$ cat src/lr_pkg.sv
// shared types and constants for the line rasterizer
`timescale 1ns / 1ps

package lr_pkg;

    localparam int COORD_WIDTH = 12;
    localparam int ERR_WIDTH   = COORD_WIDTH + 3;
    localparam int INC_S_WIDTH = COORD_WIDTH + 2;

    typedef logic signed [COORD_WIDTH-1:0] coord_t;
    typedef logic        [COORD_WIDTH-1:0] dist_t;
    typedef logic signed [ERR_WIDTH-1:0]   err_t;
    typedef logic        [INC_S_WIDTH-1:0] inc_s_t;
    typedef logic signed [1:0]             step_t;

    typedef enum logic
    {
        CMD_LOAD = 1'b0,
        CMD_STEP = 1'b1
    } cmd_code_t;

    typedef struct packed
    {
        logic   command;
        coord_t x_start;
        coord_t y_start;
        coord_t x_end;
        coord_t y_end;
    } lr_cmd_t;

    typedef struct packed
    {
        coord_t pixel_x;
        coord_t pixel_y;
        logic   pixel_valid;
        logic   last_pixel;
    } lr_pixel_t;

endpackage

$ cat src/lr_cmd_if.sv
// command channel: load or step transfers with line endpoints
`timescale 1ns / 1ps

interface lr_cmd_if
    import lr_pkg::*;
();
    logic   valid;
    logic   ready;
    logic   command;
    coord_t x_start;
    coord_t y_start;
    coord_t x_end;
    coord_t y_end;

    modport source
    (
        output valid,
        output command,
        output x_start,
        output y_start,
        output x_end,
        output y_end,
        input  ready
    );

    modport sink
    (
        input  valid,
        input  command,
        input  x_start,
        input  y_start,
        input  x_end,
        input  y_end,
        output ready
    );
endinterface

$ cat src/lr_pix_if.sv
// pixel channel: one result transfer per command
`timescale 1ns / 1ps

interface lr_pix_if
    import lr_pkg::*;
();
    logic   valid;
    logic   ready;
    coord_t pixel_x;
    coord_t pixel_y;
    logic   pixel_valid;
    logic   last_pixel;

    modport source
    (
        output valid,
        output pixel_x,
        output pixel_y,
        output pixel_valid,
        output last_pixel,
        input  ready
    );

    modport sink
    (
        input  valid,
        input  pixel_x,
        input  pixel_y,
        input  pixel_valid,
        input  last_pixel,
        output ready
    );
endinterface

$ cat src/lr_input_stage.sv
// input register for command transfers
`timescale 1ns / 1ps

module lr_input_stage
    import lr_pkg::*;
(
    input  logic    clk,
    input  logic    rst_n,
    lr_cmd_if.sink  cmd,
    input  logic    advance,
    output logic    item_valid,
    output lr_cmd_t item
);

    logic    valid_reg;
    logic    valid_next;
    lr_cmd_t item_reg;
    logic    take;

    assign cmd.ready  = !valid_reg || advance;
    assign take       = cmd.valid && cmd.ready;
    assign valid_next = take || (valid_reg && !advance);

    always_ff @(posedge clk or negedge rst_n)
    begin
        if (!rst_n)
        begin
            valid_reg <= 1'b0;
        end
        else
        begin
            valid_reg <= valid_next;
        end
    end

    always_ff @(posedge clk)
    begin
        if (take)
        begin
            item_reg.command <= cmd.command;
            item_reg.x_start <= cmd.x_start;
            item_reg.y_start <= cmd.y_start;
            item_reg.x_end   <= cmd.x_end;
            item_reg.y_end   <= cmd.y_end;
        end
    end

    assign item_valid = valid_reg;
    assign item       = item_reg;

endmodule

$ cat src/lr_stepper.sv
// bresenham line state and per-command pixel computation
`timescale 1ns / 1ps

module lr_stepper
    import lr_pkg::*;
(
    input  logic      clk,
    input  logic      rst_n,
    input  logic      advance,
    input  lr_cmd_t   item,
    output lr_pixel_t result
);

    coord_t cur_x_reg, cur_x_next;
    coord_t cur_y_reg, cur_y_next;
    coord_t major_end_reg, major_end_next;
    err_t   error_term_reg, error_term_next;
    inc_s_t inc_straight_reg, inc_straight_next;
    err_t   inc_diagonal_reg, inc_diagonal_next;
    step_t  minor_step_reg, minor_step_next;
    logic   shallow_mode_reg, shallow_mode_next;
    logic   line_active_reg, line_active_next;

    logic signed [COORD_WIDTH:0] diff_x;
    logic signed [COORD_WIDTH:0] diff_y;
    dist_t  dx;
    dist_t  dy;
    dist_t  dmaj;
    dist_t  dmin;
    logic   shallow;
    logic   swap;
    coord_t sx, sy, ex, ey;
    coord_t minor_from, minor_to;
    coord_t step_ext;
    coord_t major_new;
    logic   last;

    always_comb
    begin
        diff_x = {item.x_start[COORD_WIDTH-1], item.x_start}
               - {item.x_end[COORD_WIDTH-1], item.x_end};
        diff_y = {item.y_start[COORD_WIDTH-1], item.y_start}
               - {item.y_end[COORD_WIDTH-1], item.y_end};
        dx = diff_x[COORD_WIDTH] ? dist_t'(-diff_x) : dist_t'(diff_x);
        dy = diff_y[COORD_WIDTH] ? dist_t'(-diff_y) : dist_t'(diff_y);
        shallow = dx > dy;
        dmaj    = shallow ? dx : dy;
        dmin    = shallow ? dy : dx;
        swap    = shallow ? (item.x_start > item.x_end) : (item.y_start > item.y_end);
        sx = swap ? item.x_end   : item.x_start;
        sy = swap ? item.y_end   : item.y_start;
        ex = swap ? item.x_start : item.x_end;
        ey = swap ? item.y_start : item.y_end;
        minor_from = shallow ? sy : sx;
        minor_to   = shallow ? ey : ex;
        step_ext   = {{(COORD_WIDTH-2){minor_step_reg[1]}}, minor_step_reg};

        cur_x_next        = cur_x_reg;
        cur_y_next        = cur_y_reg;
        major_end_next    = major_end_reg;
        error_term_next   = error_term_reg;
        inc_straight_next = inc_straight_reg;
        inc_diagonal_next = inc_diagonal_reg;
        minor_step_next   = minor_step_reg;
        shallow_mode_next = shallow_mode_reg;
        line_active_next  = line_active_reg;
        major_new         = '0;
        last              = 1'b0;
        result            = '0;

        if (item.command == CMD_LOAD)
        begin
            cur_x_next        = sx;
            cur_y_next        = sy;
            shallow_mode_next = shallow;
            major_end_next    = shallow ? ex : ey;
            if (minor_to > minor_from)
            begin
                minor_step_next = 2'sb01;
            end
            else if (minor_to < minor_from)
            begin
                minor_step_next = 2'sb11;
            end
            else
            begin
                minor_step_next = 2'sb00;
            end
            error_term_next   = err_t'({2'b00, dmin, 1'b0}) - err_t'({3'b000, dmaj});
            inc_straight_next = {1'b0, dmin, 1'b0};
            inc_diagonal_next = err_t'({2'b00, dmin, 1'b0}) - err_t'({2'b00, dmaj, 1'b0});
            last              = shallow ? (sx == ex) : (sy == ey);
            line_active_next  = !last;
            result.pixel_x     = sx;
            result.pixel_y     = sy;
            result.pixel_valid = 1'b1;
            result.last_pixel  = last;
        end
        else if (line_active_reg)
        begin
            if (shallow_mode_reg)
            begin
                cur_x_next = cur_x_reg + coord_t'(1);
            end
            else
            begin
                cur_y_next = cur_y_reg + coord_t'(1);
            end
            if (error_term_reg < 0)
            begin
                error_term_next = error_term_reg + err_t'({1'b0, inc_straight_reg});
            end
            else
            begin
                if (shallow_mode_reg)
                begin
                    cur_y_next = cur_y_reg + step_ext;
                end
                else
                begin
                    cur_x_next = cur_x_reg + step_ext;
                end
                error_term_next = error_term_reg + inc_diagonal_reg;
            end
            major_new        = shallow_mode_reg ? cur_x_next : cur_y_next;
            last             = major_new == major_end_reg;
            line_active_next = !last;
            result.pixel_x     = cur_x_next;
            result.pixel_y     = cur_y_next;
            result.pixel_valid = 1'b1;
            result.last_pixel  = last;
        end
    end

    always_ff @(posedge clk or negedge rst_n)
    begin
        if (!rst_n)
        begin
            line_active_reg <= 1'b0;
        end
        else if (advance)
        begin
            line_active_reg <= line_active_next;
        end
    end

    always_ff @(posedge clk)
    begin
        if (advance)
        begin
            cur_x_reg        <= cur_x_next;
            cur_y_reg        <= cur_y_next;
            major_end_reg    <= major_end_next;
            error_term_reg   <= error_term_next;
            inc_straight_reg <= inc_straight_next;
            inc_diagonal_reg <= inc_diagonal_next;
            minor_step_reg   <= minor_step_next;
            shallow_mode_reg <= shallow_mode_next;
        end
    end

endmodule

$ cat src/lr_output_stage.sv
// result register driving the pixel channel
`timescale 1ns / 1ps

module lr_output_stage
    import lr_pkg::*;
(
    input  logic      clk,
    input  logic      rst_n,
    input  logic      load,
    input  lr_pixel_t result,
    output logic      free,
    lr_pix_if.source  pix
);

    logic      valid_reg;
    logic      valid_next;
    lr_pixel_t result_reg;

    assign free       = !valid_reg || pix.ready;
    assign valid_next = load || (valid_reg && !pix.ready);

    always_ff @(posedge clk or negedge rst_n)
    begin
        if (!rst_n)
        begin
            valid_reg <= 1'b0;
        end
        else
        begin
            valid_reg <= valid_next;
        end
    end

    always_ff @(posedge clk)
    begin
        if (load)
        begin
            result_reg <= result;
        end
    end

    assign pix.valid       = valid_reg;
    assign pix.pixel_x     = result_reg.pixel_x;
    assign pix.pixel_y     = result_reg.pixel_y;
    assign pix.pixel_valid = result_reg.pixel_valid;
    assign pix.last_pixel  = result_reg.last_pixel;

endmodule

$ cat src/line_rasterizer.sv
// top level of the bresenham line rasterizer
`timescale 1ns / 1ps

// Every command transfer yields exactly one pixel transfer, in order. A load
// returns the first pixel of the new line; each step returns the next pixel,
// or a pixel with pixel_valid low once the line is finished. The block takes
// one command per clock and returns one pixel per clock when the pixel side
// keeps ready high; a command is captured in the input register and then
// moves into the result register, which drives pixel valid. The rate is set
// by the step: one add on the error term and one compare against the line's
// end, between the input and result registers.

module line_rasterizer
    import lr_pkg::*;
(
    input  logic     clk,
    input  logic     rst_n,
    lr_cmd_if.sink   cmd,
    lr_pix_if.source pixel
);

    logic      item_valid;
    lr_cmd_t   item;
    lr_pixel_t result;
    logic      out_free;
    logic      advance;

    assign advance = item_valid && out_free;

    lr_input_stage u_input
    (
        .clk        (clk),
        .rst_n      (rst_n),
        .cmd        (cmd),
        .advance    (advance),
        .item_valid (item_valid),
        .item       (item)
    );

    lr_stepper u_stepper
    (
        .clk     (clk),
        .rst_n   (rst_n),
        .advance (advance),
        .item    (item),
        .result  (result)
    );

    lr_output_stage u_output
    (
        .clk    (clk),
        .rst_n  (rst_n),
        .load   (advance),
        .result (result),
        .free   (out_free),
        .pix    (pixel)
    );

    // finished line returns an all-zero pixel
    assert property (@(posedge clk) disable iff (!rst_n)
        (pixel.valid && !pixel.pixel_valid) |->
            (pixel.pixel_x == '0 && pixel.pixel_y == '0 && !pixel.last_pixel))
        else $error("invalid pixel carries nonzero fields");

    // every processed command shows up as a pending result
    assert property (@(posedge clk) disable iff (!rst_n)
        advance |=> pixel.valid)
        else $error("processed command produced no result");

    // a held command keeps its payload until processed
    assert property (@(posedge clk) disable iff (!rst_n)
        (item_valid && !advance) |=> (item_valid && $stable(item)))
        else $error("held command lost or changed");

endmodule

$ cat src/flat_wrapper.sv
// flat-port wrapper written by rule: the top's interface ports become plain ports
module line_rasterizer_flat import lr_pkg::*;
  (clk, rst_n, cmd_valid, cmd_command, cmd_x_start, cmd_y_start, cmd_x_end, cmd_y_end, cmd_ready, pixel_valid, pixel_pixel_x, pixel_pixel_y, pixel_pixel_valid, pixel_last_pixel, pixel_ready);
  lr_cmd_if cmd_i ();
  lr_pix_if pixel_i ();
  input  logic clk;
  input  logic rst_n;
  input wire logic [$bits(cmd_i.valid)-1:0] cmd_valid;
  input wire logic [$bits(cmd_i.command)-1:0] cmd_command;
  input wire logic [$bits(cmd_i.x_start)-1:0] cmd_x_start;
  input wire logic [$bits(cmd_i.y_start)-1:0] cmd_y_start;
  input wire logic [$bits(cmd_i.x_end)-1:0] cmd_x_end;
  input wire logic [$bits(cmd_i.y_end)-1:0] cmd_y_end;
  output wire logic [$bits(cmd_i.ready)-1:0] cmd_ready;
  output wire logic [$bits(pixel_i.valid)-1:0] pixel_valid;
  output wire logic [$bits(pixel_i.pixel_x)-1:0] pixel_pixel_x;
  output wire logic [$bits(pixel_i.pixel_y)-1:0] pixel_pixel_y;
  output wire logic [$bits(pixel_i.pixel_valid)-1:0] pixel_pixel_valid;
  output wire logic [$bits(pixel_i.last_pixel)-1:0] pixel_last_pixel;
  input wire logic [$bits(pixel_i.ready)-1:0] pixel_ready;
  assign cmd_i.valid = cmd_valid;
  assign cmd_i.command = cmd_command;
  assign cmd_i.x_start = cmd_x_start;
  assign cmd_i.y_start = cmd_y_start;
  assign cmd_i.x_end = cmd_x_end;
  assign cmd_i.y_end = cmd_y_end;
  assign cmd_ready = cmd_i.ready;
  assign pixel_valid = pixel_i.valid;
  assign pixel_pixel_x = pixel_i.pixel_x;
  assign pixel_pixel_y = pixel_i.pixel_y;
  assign pixel_pixel_valid = pixel_i.pixel_valid;
  assign pixel_last_pixel = pixel_i.last_pixel;
  assign pixel_i.ready = pixel_ready;
  line_rasterizer u_core (.clk(clk), .rst_n(rst_n), .cmd(cmd_i), .pixel(pixel_i));
endmodule
$ cat config.mk
export PLATFORM = sky130hd
export DESIGN_NAME = line_rasterizer_flat
export DESIGN_NICKNAME = d
export VERILOG_FILES = /design/src/lr_pkg.sv /design/src/lr_cmd_if.sv /design/src/lr_pix_if.sv /design/src/lr_input_stage.sv /design/src/lr_stepper.sv /design/src/lr_output_stage.sv /design/src/line_rasterizer.sv /design/src/flat_wrapper.sv
export SDC_FILE = /design/constraint.sdc
export NUM_CORES = 1
export LEC_CHECK = 0
export ABC_AREA = 0
export CORE_MARGIN = 2
export CORE_UTILIZATION = 40
export DETAILED_ROUTE_END_ITERATION = 8
export DONT_BUFFER_PORTS = 1
export PLACE_DENSITY = 0.54
export SETUP_SLACK_MARGIN = 0.02
export SYNTH_ARGS = -nofsm -noshare
export SYNTH_HDL_FRONTEND = slang
export SYNTH_SLANG_ARGS = --single-unit
$ cat constraint.sdc
create_clock -name clk -period 9.4 [get_ports clk]
set_input_delay 1.41 -clock clk [delete_from_list [all_inputs] [get_ports clk]]
set_output_delay 1.41 -clock clk [all_outputs]
set_load 0.05 [all_outputs]
==> flow_metrics.tcl, run 1 <==
set metrics [dict create \
    outcome "complete, no violations" \
    ant_nets 0 \
    period_needed_ns 8.44 \
    io_pins 81 \
    worst_pin_slew_ns 1.17 \
    clock_sinks 156 \
    path_common_cell "o21ai_0" \
    wl_um 33400 \
    drtIter0Drc 553 \
    dr.pass1.iters 7 \
    insertion_delay_ns 0.45 \
    port_buffers 0 \
    finalNetCount 1503 \
    fmax_mhz 118 \
    grt_overflow 0 \
    synth_top_family_by_area "compound AO/OA/AOI/OAI gates" \
    synthXorXnorAreaFrac_pct 7.42 \
    clockBufferDepth 2 \
    cts_resized 0 \
    floorplan.initialDensity_pct 40.7 \
    syn_nets 1520 \
    ys_seq_elements 156 \
    synth_area_leader_cell "edfxtp_1" \
    synthArstFlopShare_pct 1.92 \
    ys_warn_count 0 \
    endpoint_kind "flip-flop" \
    clockRootBuffer "clkbuf_16" \
    synth_compound_gate_area_share_pct 17.5 \
    min_path_type "reg -> reg" \
    rrSetupSlack_ns 0.96 \
    clk_pin_slew_ns 0.07 \
    drive_gt1_share_pct 8.55 \
    synth_ff_type "edfxtp_1" \
    critPathMaxFanout 21 \
    rows 65 \
    multiInputGateArea_um2 7650 \
    die_y_um 183 \
    largest_register_ffs 49 \
    synth_edf_count 153 \
    cp.arrival_ns 8.61 \
    grt_max_degree 67 \
    fill_cells 3037 \
    via_per_inst 5.60 \
    cts-buffers-inserted 17 \
    slew_headroom_pct 22.1 \
    synthToLayoutAreaGrowth_pct 7.65 \
    synth_simple_gate_area_share_pct 16.1 \
    dp.final_hpwl_um 26200 \
    stdcell_count 1759 \
    ctsHoldBuffers 0 \
    post_cts_buffers 0 \
    synth_top_area_share_pct 35.8 \
    ys_top_cells_by_count "edfxtp_1, nor2_1, nand2_1" \
    required_ns 9.57 \
    syn_inst 1361 \
    synth_area_leaders "edfxtp_1, ha_1, mux2i_1" \
    die-area_um2 33600 \
    maxSlewViolCount 0 \
    htreeDepth 4 \
    yosysMostFrequentCell "edfxtp_1" \
    min_period_over_period_pct 89.8 \
    routedWlPerCell_um 19.0 \
    seq_area_frac_synth_pct 36.3 \
    vias 9855 \
    cts_tree "built" \
    core_area_um2 31600 \
    slowest_delay_ns 0.70 \
    antenna_found_initial 0 \
    grt_pass1_vias 9512 \
    rsz0062_at_grt "false" \
    place_inst 1727 \
    synthDistinctLibCells 82 \
    finalSetupTns_ns 0 \
    p_leak_uw 0.00548 \
    netlist_area_um2 12800 \
    path_class "reg -> reg" \
    grt_pass1_wl_um 52900 \
    setup_viol 0 \
    regArea_um2 4670 \
    synth.area.mux_share_pct 7.57 \
    powerDensity_nw_per_um2 404 \
    hold_violations 0 \
    diodes 0 \
    die_x_um 183 \
    synthAdderAreaFrac_pct 10.8 \
    syn_avg_cell_area_um2 9.44 \
    start_kind "flip-flop" \
    drv_cap 0 \
    clock_skew_ns 0.0159 \
    drc_errors 0 \
    slowest_stage "a211oi_1" \
    gp_congestion 0.876 \
    ir_drop_uv 200 \
    grt.total_usage_pct 20.5 \
]
-- stage by stage --
| step | setup slack, ns | utilization [%] | total power (uW) | hold slack [ns] | cell area, um2 |
|---|---|---|---|---|---|
| 5_1_grt | 0.148 | 43.8 | 6100 | 0.527 | 13800 |
| 3_5_place_dp | 1.19 | 41.9 | 4840 | 0.488 | 13200 |
| 2_1_floorplan | 2.16 | - | 4060 | 0.457 | 12800 |
| 4_1_cts | 1.07 | 43.8 | 5610 | 0.504 | 13800 |
| 3_3_place_gp | 1.32 | 41.9 | 4810 | 0.469 | 13200 |
| 6_report | 0.956 | 43.8 | 5580 | 0.496 | 13800 |
-- cell families (layout without fill, tap and decap cells) --
kind of cell	Yosys count	in the layout
buf+inv	128	124
compound gates	341	341
fa+ha+maj	107	107
mux	93	93
simple gates	428	428
xor+xnor	108	108
flops	156	156
-- routing by layer --
| metal | routed length, um | track usage (%) | vias up |
|---|---|---|---|
| met5 | 0 | 0 | - |
| met4 | 622 | 6.11 | 0 |
| met3 | 1570 | 3.42 | 30 |
| met2 | 14900 | 32.3 | 240 |
| met1 | 16400 | 29.0 | 4668 |
| li1 | - | - | 4917 |
-- final timing paths --
kind	from	endpoint	cells past startpoint
setup / recovery	u_core.u_input.item[0]	u_core.u_stepper.error_term_reg[12]	32
hold / removal	u_core.u_input.item_valid	u_core.u_output.pix.valid	1
setup reg to reg	u_core.u_input.item[0]	u_core.u_stepper.error_term_reg[12]	32
hold reg to reg	u_core.u_input.item_valid	u_core.u_output.pix.valid	1
max in group asynchronous	rst_n	u_core.u_stepper.line_active_reg	0
min in group asynchronous	rst_n	u_core.u_input.item_valid	0
-- critical path: cells and delay by family (launching register included) --
family	cells	cell delay (ns)
compound gates	15	3.52
fa+ha+maj	4	1.35
mux	1	0.28
simple gates	9	1.75
buf+inv	1	0.32
flops	1	0.42
xor+xnor	2	0.53
-- placed cells by master (no fill, tap or decap), drive strengths merged, types with 22 or more instances in the layout --
cell type,synthesis,final
a21oi,129,129
nor2,132,132
and2,35,35
nand3,35,35
xnor2,60,60
a21o,22,22
nand2,118,118
nand2b,22,22
edfxtp,153,153
ha,100,100
o21ai,69,69
xor2,48,48
mux2i,73,73
inv,80,87
-- cell type report --
type                       count  area share (%)
tap                          402            3.64
inverter                      81            2.22
sequential                   156            33.8
multi-input combinational   1077            55.3
clock buffer                  17            3.08
timing repair buffer          11           0.688
clock inverter                15            1.33
-- power by group --
part | switching (uW) | internal, uW
clock | 305 | 423
combinational | 2150 | 1470
sequential | 169 | 1060
total | 2630 | 2950
(Power assumes the default switching activity.)
==> inputs of run 2 (changes only) <==
SYNTH_HIERARCHICAL = 1   (was not set)
==> run 2 against run 1 <==
First-iteration DRC count increased by 47%. Register-to-register slack got worse by 0.13 ns. Setup slack got worse by 0.13 ns. Hold slack improved by 0.16 ns. Critical path type unchanged. Die area decreased by 1.6%. Flip-flop and latch count unchanged. Area after synthesis decreased by 1.7%. Sequential share of layout area increased by 0.31 points. Non-clock buffer count increased by 5.
==> flow_metrics.tcl, run 2 <==
set metrics [dict create \
    ant_nets 0 \
    dp.final_hpwl_um 26000 \
    port_buffers 0 \
    rrSetupSlack_ns 0.83 \
    endpoint_kind "flip-flop" \
    path_class "reg -> reg" \
    synthToLayoutAreaGrowth_pct 8.49 \
    die-area_um2 33000 \
    drive_gt1_share_pct 7.39 \
    required_ns 9.60 \
    critPathMaxFanout 27 \
    core_area_um2 31300 \
    worst_pin_slew_ns 1.22 \
    floorplan.initialDensity_pct 40.3 \
    finalSetupTns_ns 0 \
    clockBufferDepth 2 \
    path_common_cell "ha_1" \
    synth_area_leaders "edfxtp_1, ha_1, mux2i_1" \
    holdWs_ns 0.656 \
    htreeDepth 4 \
    syn_inst 1308 \
    rsz0062_at_grt "false" \
    fill_cells 2984 \
    via_per_inst 5.58 \
    slowest_delay_ns 0.93 \
    grt_pass1_wl_um 52000 \
    drtIter0Drc 815 \
    seq_area_frac_synth_pct 37.0 \
    syn_avg_cell_area_um2 9.66 \
    antenna_found_initial 3 \
    dr.pass1.iters 5 \
    die_y_um 182 \
    syn_nets 1467 \
    drv_cap 0 \
    min_period_over_period_pct 91.2 \
    drc_errors 0 \
    final_cell_mix "edfxtp_1, nand2_1, ha_1" \
    cp_num_cells 31 \
    synth_area_leader_cell "edfxtp_1" \
    yosysMostFrequentCell "edfxtp_1" \
    worstReg2RegEnd "u_core/u_stepper/minor_step_reg[0]" \
    rows 65 \
    grt.total_usage_pct 20.7 \
    insertion_delay_ns 0.45 \
    clock_skew_ns 0.0155 \
    ys_warn_count 6 \
    slowest_stage "a31oi_4" \
    gp_congestion 0.868 \
    post_cts_buffers 0 \
    grt_overflow 0 \
    wl_um 33600 \
    critPathTopFamily "simple AND/OR/NAND/NOR gates" \
    period_needed_ns 8.57 \
    cp-endpoint "u_core/u_stepper/minor_step_reg[0]" \
    crit-reg2reg-launch "u_core/u_input/item[0]" \
    largest_register_ffs 49 \
    synth_ff_type "edfxtp_1" \
    ys_seq_elements 156 \
    crit_start "u_core/u_input/item[0]" \
    grt_max_degree 56 \
    ys_top_cells_by_count "edfxtp_1, nand2_1, ha_1" \
    vias 9581 \
    outcome "complete, no violations" \
    synthArstFlopShare_pct 1.92 \
    layout_commonest_cell "edfxtp_1" \
    synth_edf_count 153 \
    clock_sinks 156 \
    cp.arrival_ns 8.77 \
    fmax_mhz 117 \
    hold_violations 0 \
    ctsHoldBuffers 0 \
    cts-buffers-inserted 17 \
    slew_headroom_pct 18.5 \
    clk_pin_slew_ns 0.08 \
    finalNetCount 1459 \
    min_path_type "in -> async" \
    clockRootBuffer "clkbuf_16" \
    routedWlPerCell_um 19.6 \
    synth_top_area_share_pct 36.4 \
    maxSlewViolCount 0 \
    grt_pass1_vias 9008 \
    netlist_area_um2 12600 \
    crit_buf_inv 3 \
    die_x_um 182 \
    start_kind "flip-flop" \
    setup_viol 0 \
    reg2reg_depth 31 \
    synthDistinctLibCells 79 \
    cts_tree "built" \
    io_pins 81 \
]
[run 2: per-layer routing]
| layer | global-route usage (%) | part of all wire (%) | wire, um | vias to the layer above |
|---|---|---|---|---|
| met2 | 30.5 | 42 | 14200 | 246 |
| li1 | - | - | - | 4782 |
| met1 | 30.8 | 51 | 17100 | 4510 |
| met4 | 6.86 | 2.3 | 776 | 2 |
| met3 | 3.41 | 4.6 | 1540 | 41 |
| met5 | 0 | 0.048 | 16 | - |
[run 2: how the worst min path moves through the flow]
stage	slack [ns]	startpoint	end
detailed placement	0.64	u_core/u_stepper/line_active_reg	u_core/u_stepper/line_active_reg
floorplan	0.58	u_core/u_stepper/line_active_reg	u_core/u_output/pix.pixel_x[11]
finish	0.66	rst_n	u_core/u_stepper/line_active_reg
global route	0.63	rst_n	u_core/u_output/pix.valid
CTS	0.63	rst_n	u_core/u_output/pix.valid
global placement	0.64	u_core/u_stepper/line_active_reg	u_core/u_stepper/line_active_reg
[run 2: logic make-up after synthesis]
group | share of synthesized area, %
XOR/XNOR | 7.89
AO/OA/AOI/OAI | 16.2
multiplexers | 8.70
AND/OR/NAND/NOR | 15.8
adder cells (fa/ha/maj) | 10.9
flip-flops | 37.0
buffers and inverters | 3.61
[run 2: stage by stage]
stage	std cells	util (%)	area [um2]	setup slack (ns)
3_3_place_gp	1683	41.8	13100	0.679
2_1_floorplan	1308	-	12600	1.60
4_1_cts	1715	43.7	13700	0.538
6_report	1716	43.8	13700	0.827
3_5_place_dp	1683	41.8	13100	0.548
5_1_grt	1716	43.8	13700	0.0743
[run 2: final cells by class]
cell class              count  area, um2  area share, %
clock inverters            15        168           1.22
clock buffers              17        425           3.10
flip-flops and latches    156       4670           34.1
repair buffers             16        120          0.876
multi-input cells        1038       7550           55.1
inverters                  71        267           1.94
diodes                      1       2.50         0.0183
well taps                 402        503           3.67
[run 2: what timing repair did]
item	4_1_cts	5_1_grt
gates resized for setup	0	3
endpoints found under the setup margin	0	3
hold endpoints to repair	0	0
Power of run 2 is left out: the tool's default activity adds up to more than one toggle a clock period on the data nets, which glitch-free logic cannot reach.
